--- src/rtl/etw_pkg.sv ---
// ----------------------------------------------------------------------------
// etw_pkg
// shared fixed point constants, easing mode codes and register indexes
// ----------------------------------------------------------------------------
package etw_pkg;

    localparam int QW = 32;

    localparam logic signed [QW-1:0] Q_ONE    = 32'sd65536;
    localparam logic signed [QW-1:0] Q_HALF   = 32'sd32768;
    localparam logic signed [QW-1:0] B_SCALE  = 32'sd495616;
    localparam logic signed [QW-1:0] B_OFF1   = 32'sd35747;
    localparam logic signed [QW-1:0] B_OFF2   = 32'sd53620;
    localparam logic signed [QW-1:0] B_OFF3   = 32'sd62557;
    localparam logic signed [QW-1:0] B_ADD1   = 32'sd49152;
    localparam logic signed [QW-1:0] B_ADD2   = 32'sd61440;
    localparam logic signed [QW-1:0] B_ADD3   = 32'sd64512;
    localparam logic signed [QW-1:0] BK_S     = 32'sd111514;
    localparam logic signed [QW-1:0] BK_S1    = 32'sd177050;
    localparam logic signed [QW-1:0] EL_SHIFT = 32'sd4915;
    localparam logic signed [QW-1:0] EL_FREQ  = 32'sd1371887;
    localparam logic signed [QW-1:0] Q_2PI    = 32'sd411775;
    localparam logic signed [QW-1:0] Q_PI     = 32'sd205887;
    localparam logic signed [QW-1:0] Q_PI2    = 32'sd102944;
    localparam logic signed [QW-1:0] Q_3PI2   = 32'sd308831;
    localparam logic signed [QW-1:0] Q_LN2    = 32'sd45426;

    // sine and exponent polynomial coefficients
    localparam logic signed [QW-1:0] SIN_C7 = -32'sd13;
    localparam logic signed [QW-1:0] SIN_C5 = 32'sd546;
    localparam logic signed [QW-1:0] SIN_C3 = 32'sd10923;
    localparam logic signed [QW-1:0] EXP_C5 = 32'sd546;
    localparam logic signed [QW-1:0] EXP_C4 = 32'sd2731;
    localparam logic signed [QW-1:0] EXP_C3 = 32'sd10923;
    localparam logic signed [QW-1:0] EXP_C2 = 32'sd32768;

    // easing modes
    localparam logic [3:0] MODE_LINEAR     = 4'd0;
    localparam logic [3:0] MODE_CUBIC_IN   = 4'd1;
    localparam logic [3:0] MODE_CUBIC_OUT  = 4'd2;
    localparam logic [3:0] MODE_BOUNCE_IN  = 4'd3;
    localparam logic [3:0] MODE_BOUNCE_OUT = 4'd4;
    localparam logic [3:0] MODE_BACK_IN    = 4'd5;
    localparam logic [3:0] MODE_BACK_OUT   = 4'd6;
    localparam logic [3:0] MODE_ELAST_IN   = 4'd7;
    localparam logic [3:0] MODE_ELAST_OUT  = 4'd8;
    localparam logic [3:0] MODE_CUBIC_IO   = 4'd9;
    localparam logic [3:0] MODE_CUBIC_OI   = 4'd10;
    localparam logic [3:0] MODE_ELAST_OI   = 4'd11;
    localparam logic [3:0] MODE_ELAST_IO   = 4'd12;

    // register indexes
    localparam logic [1:0] REG_MODE    = 2'd0;
    localparam logic [1:0] REG_REVERSE = 2'd1;
    localparam logic [1:0] REG_REPEAT  = 2'd2;

    localparam logic REQ_START = 1'b1;

endpackage

--- src/rtl/etw_qmul.sv ---
// ----------------------------------------------------------------------------
// etw_qmul
// shared q16 multiplier, rounds to nearest with ties away from zero
// ----------------------------------------------------------------------------
module etw_qmul
    import etw_pkg::*;
(
    input  logic signed [QW-1:0] a,
    input  logic signed [QW-1:0] b,
    output logic signed [QW-1:0] y
);

    logic signed [2*QW-1:0] prod;
    logic        [2*QW-1:0] mag;
    logic        [2*QW-1:0] rnd;

    always_comb
    begin
        prod = a * b;
        mag  = prod[2*QW-1] ? (-prod) : prod;
        rnd  = (mag + {{QW{1'b0}}, Q_HALF}) >> 16;
        y    = prod[2*QW-1] ? (-rnd[QW-1:0]) : rnd[QW-1:0];
    end

endmodule

--- config.mk ---
export PLATFORM = sky130hd
export DESIGN_NAME = etw_qmul
export DESIGN_NICKNAME = d
export VERILOG_FILES = /design/src/rtl/etw_pkg.sv /design/src/rtl/etw_qmul.sv
export SDC_FILE = /design/constraint.sdc
export NUM_CORES = 2
export LEC_CHECK = 0
export ABC_AREA = 1
export BUFFER_PORTS_ARGS = -buffer_cell sky130_fd_sc_hd__buf_2
export CORE_UTILIZATION = 45
export DETAILED_ROUTE_END_ITERATION = 7
export PLACE_DENSITY_LB_ADDON = 0.2
export SLEW_MARGIN = 20
export SYNTH_ARGS = -nofsm -noshare
export SYNTH_HDL_FRONTEND = slang
export SYNTH_SLANG_ARGS = --single-unit
--- constraint.sdc ---
create_clock -name vclk -period 13.4
set_input_delay 0.67 -clock vclk [all_inputs]
set_output_delay 0.67 -clock vclk [all_outputs]
set_load 0.05 [all_outputs]
Word-level counts from Yosys, hierarchy flattened. Index checks and enable logic that the tools add are counted.

Bits in registers: 0. Input port bits: 64. Logic and storage cells: 6.

$add $sub $neg: 3. Multipliers: 1. Muxes and demuxes: 2.

Operators by type and width (count): multiplier 32 x 32 -> 64 bit (1); adder 48 x 16 -> 48 bit, second input constant (1); 2-to-1 mux 48 bit (1); negation 48 bit (1); 2-to-1 mux 32 bit (1); negation 32 bit (1).

Depth between registers and ports, before layout.
Depth in word-level cells: 6. Depth in mapped cells: 54. Depth with buffers taken out: 52.

Least setup slack after synthesis. No wires, ideal clock.

Path kind: input to output. Start: input a[31]. End: output y[27]. Data arrival time: 9912 ps. Data required time: 12730 ps. Setup slack: 2818 ps. Stages on the path: 45. Path buffers: 2. Path through: clkbuf_1 nand2_1 inv_1 fa_1 fa_1 fa_1 fa_1 inv_1 fa_1 fa_1 fa_1 fa_1 inv_1 ha_1 nand2_1 inv_1 nand3_1 inv_1 [9 not listed] nand2_1 inv_1 ha_1 nand3_2 nor2_8 nand3_2 nand2_1 nand2_1 nand2_1 nor2_1 nand2_1 nor2_4 nand3_2 nor2_4 nand4_1 nand2_1 nand2_1 xnor2_1.

Longest elaborated chain between the ends: 6.

Ends and longest elaborated chain: start, declared (RTL line etw_qmul.sv:8) `input logic signed [QW-1:0] a,`; multiplier 32 x 32 -> 64 bit (*) (RTL line etw_qmul.sv:19) `prod = a * b;`; negation 48 bit (RTL line etw_qmul.sv:20) `mag = prod[2*QW-1] ? (-prod) : prod;`; 2-to-1 mux 48 bit (RTL line etw_qmul.sv:20); adder 48 x 16 -> 48 bit (RTL line etw_qmul.sv:21) `rnd = (mag + {{QW{1'b0}}, Q_HALF}) >> 16;`; negation 32 bit (RTL line etw_qmul.sv:22) `y = prod[2*QW-1] ? (-rnd[QW-1:0]) : rnd[QW-1:0];`; 2-to-1 mux 32 bit (*) (RTL line etw_qmul.sv:22); end, declared (RTL line etw_qmul.sv:10) `output logic signed [QW-1:0] y`.

Every way passes the cells marked *; elsewhere a longest branch is shown, timed or not.

Final worst setup path.
Start: input a[31]. End: output y[24].

The elaborated chain is that of the path after synthesis.

==> metrics.cfg <==
[run_status]
outcome=finished, final reports clean

[synthesis]
synth_seq_area_share_pct=0
synth.cell_area_um2=41600
syn_area_per_cell_um2=7.38
synth.distinct_cells=46
yosysWarnings=0
synthesis.nets=6973
yosys.area.top_type_share_pct=52.0
synth_largest_area_cell=fa_1
syn_inst=5641
synthTopCellsByArea=fa_1 (52%), inv_1 (16%), nand2_1 (16%), ha_1 (5.6%), clkbuf_1 (1.7%)

[timing]
max_slew_margin_pct=32.3
setup_viol=0
rsz0062_at_grt=no
hold_viol_final=0
worstMarginPinSlew_ns=1.02
tns_ns=0
max_freq_ghz=0.0867
drv_slew=0
period_needed_ns=11.53
period_share_pct=86.1

[setup_path]
end_kind=output port
cp_num_buf_inv=11
crit_family=adder cells
cp_slowest_stage_delay_ns=0.82
cp.depth=45
worstPathMaxFanout=53
cpMaxStageDelayCell=fa_1
critPathKind=input port to output port
critPathArrivalTime_ns=10.86
startpoint_type=input port
required_ns=12.73
crit_top_cell=nand2_1

[flow_run]
cap_violations=0

[route]
via_count=33029
drc=0
routed_wl_um=112000
final_antenna_net_count=0
first_iter_violations=1698
dr.pass1.iters=6
wl_per_cell_um=16.6
via_per_inst=4.90

[floorplanning]
io_pins=96
die_width_um=306
fp.coreArea_um2=91700
rows=111
fp.dieH_um=306
start_util_pct=45.4
die_area_um2=93800

[place]
hpwlAfterDp_um=96100
port_buffers=96
place.gp.congestion=0.984

[global_route]
grt_use_total_pct=25.0
antenna_found_initial=3
grt_max_degree=54
grt_pass1_vias=35916
grt_first_pass_wirelength_um=187000
gr-total-overflow=0

[layout]
syn_to_final_growth_pct=3.16
design.seq.count=0
clockBufferCount=0
fin_nets=6886
regArea_um2=0
drive_gt1_share_pct=4.57
fillers=9427

[min_path]
min_delay_path_depth=14
min_path_type=input port to output port

[clock_tree]
cts_setup_buffers=0
cts_hold_buffers=0
cts_resized=0

[tightest hold or removal path: cells and delay by family]
kind | cells | cell delay, ns
buffers and inverters | 2 | 0.77
AND/OR/NAND/NOR | 10 | 0.87
XOR/XNOR | 1 | 0.18
AO/OA/AOI/OAI | 1 | 0.11
[area by class of cell]
class              instances  area, um2  area share [%]
diodes                     3       7.51          0.0175
inverters               1791       6720            15.6
multi-input cells       3648      34100            79.5
well taps               1186       1480            3.45
repair buffers           113        608            1.42
[final timing paths]
check  slack [ns]    end  startpoint
max          1.87  y[24]       a[31]
min          3.29   y[1]        b[0]
[through the flow]
stage	instance area [um2]	utilization [%]	worst slack, ns	hold slack [ns]	std cells
floorplan	41600	-	2.82	2.42	5641
global placement	43000	46.9	1.96	3.26	6738
detailed placement	43000	46.9	1.91	3.31	6738
CTS	43000	46.9	1.85	3.32	6738
global route	43000	46.9	1.01	3.48	6740
finish	43000	46.9	1.87	3.29	6741
[placed cells by master (no fill, tap or decap), drive strengths merged, types with 24 or more instances in the layout]
master	n
inv	1786
nand2	1778
fa	1082
nor2	216
ha	186
nand3	157
buf	113
nand4	65
a21oi	48
xor2	25
or2	24
[synthesized netlist by cell type, drive strengths merged]
cell	n
fa	1082
clkinv	5
a21oi	48
a31oi	2
a21o	2
o2111ai	1
o21bai	4
a31o	1
nand3b	12
buf	9
and2	1
a211oi	1
nand4	65
xnor2	16
o21a	2
xor2	25
inv	1786
nor3	6
nand3	157
nor2	216
o31ai	1
or2	24
o21ai	17
clkbuf	193
ha	186
nor3b	1
nand2	1778
[cells by family (layout without fill, tap and decap cells)]
kind of cell | count (synthesis) | count (layout) | share of synthesized area [%]
XOR/XNOR | 41 | 41 | 0.880
AO/OA/AOI/OAI | 79 | 79 | 1.09
AND/OR/NAND/NOR | 2260 | 2260 | 22.4
buffers and inverters | 1993 | 1904 | 18.0
other | 0 | 3 | 0
adder cells (fa/ha/maj) | 1268 | 1268 | 57.6
[layer usage]
| metal | vias to the layer above | GRT usage (%) | wire, um |
|---|---|---|---|
| met2 | 764 | 45.3 | 56700 |
| met4 | 0 | 6.14 | 3090 |
| met5 | - | 0 | 0 |
| li1 | 15375 | - | - |
| met1 | 16694 | 32.5 | 47500 |
| met3 | 196 | 1.60 | 4310 |
Power is left out: the tool's default activity adds up to more than one toggle a clock period on the data nets, which glitch-free logic cannot reach.
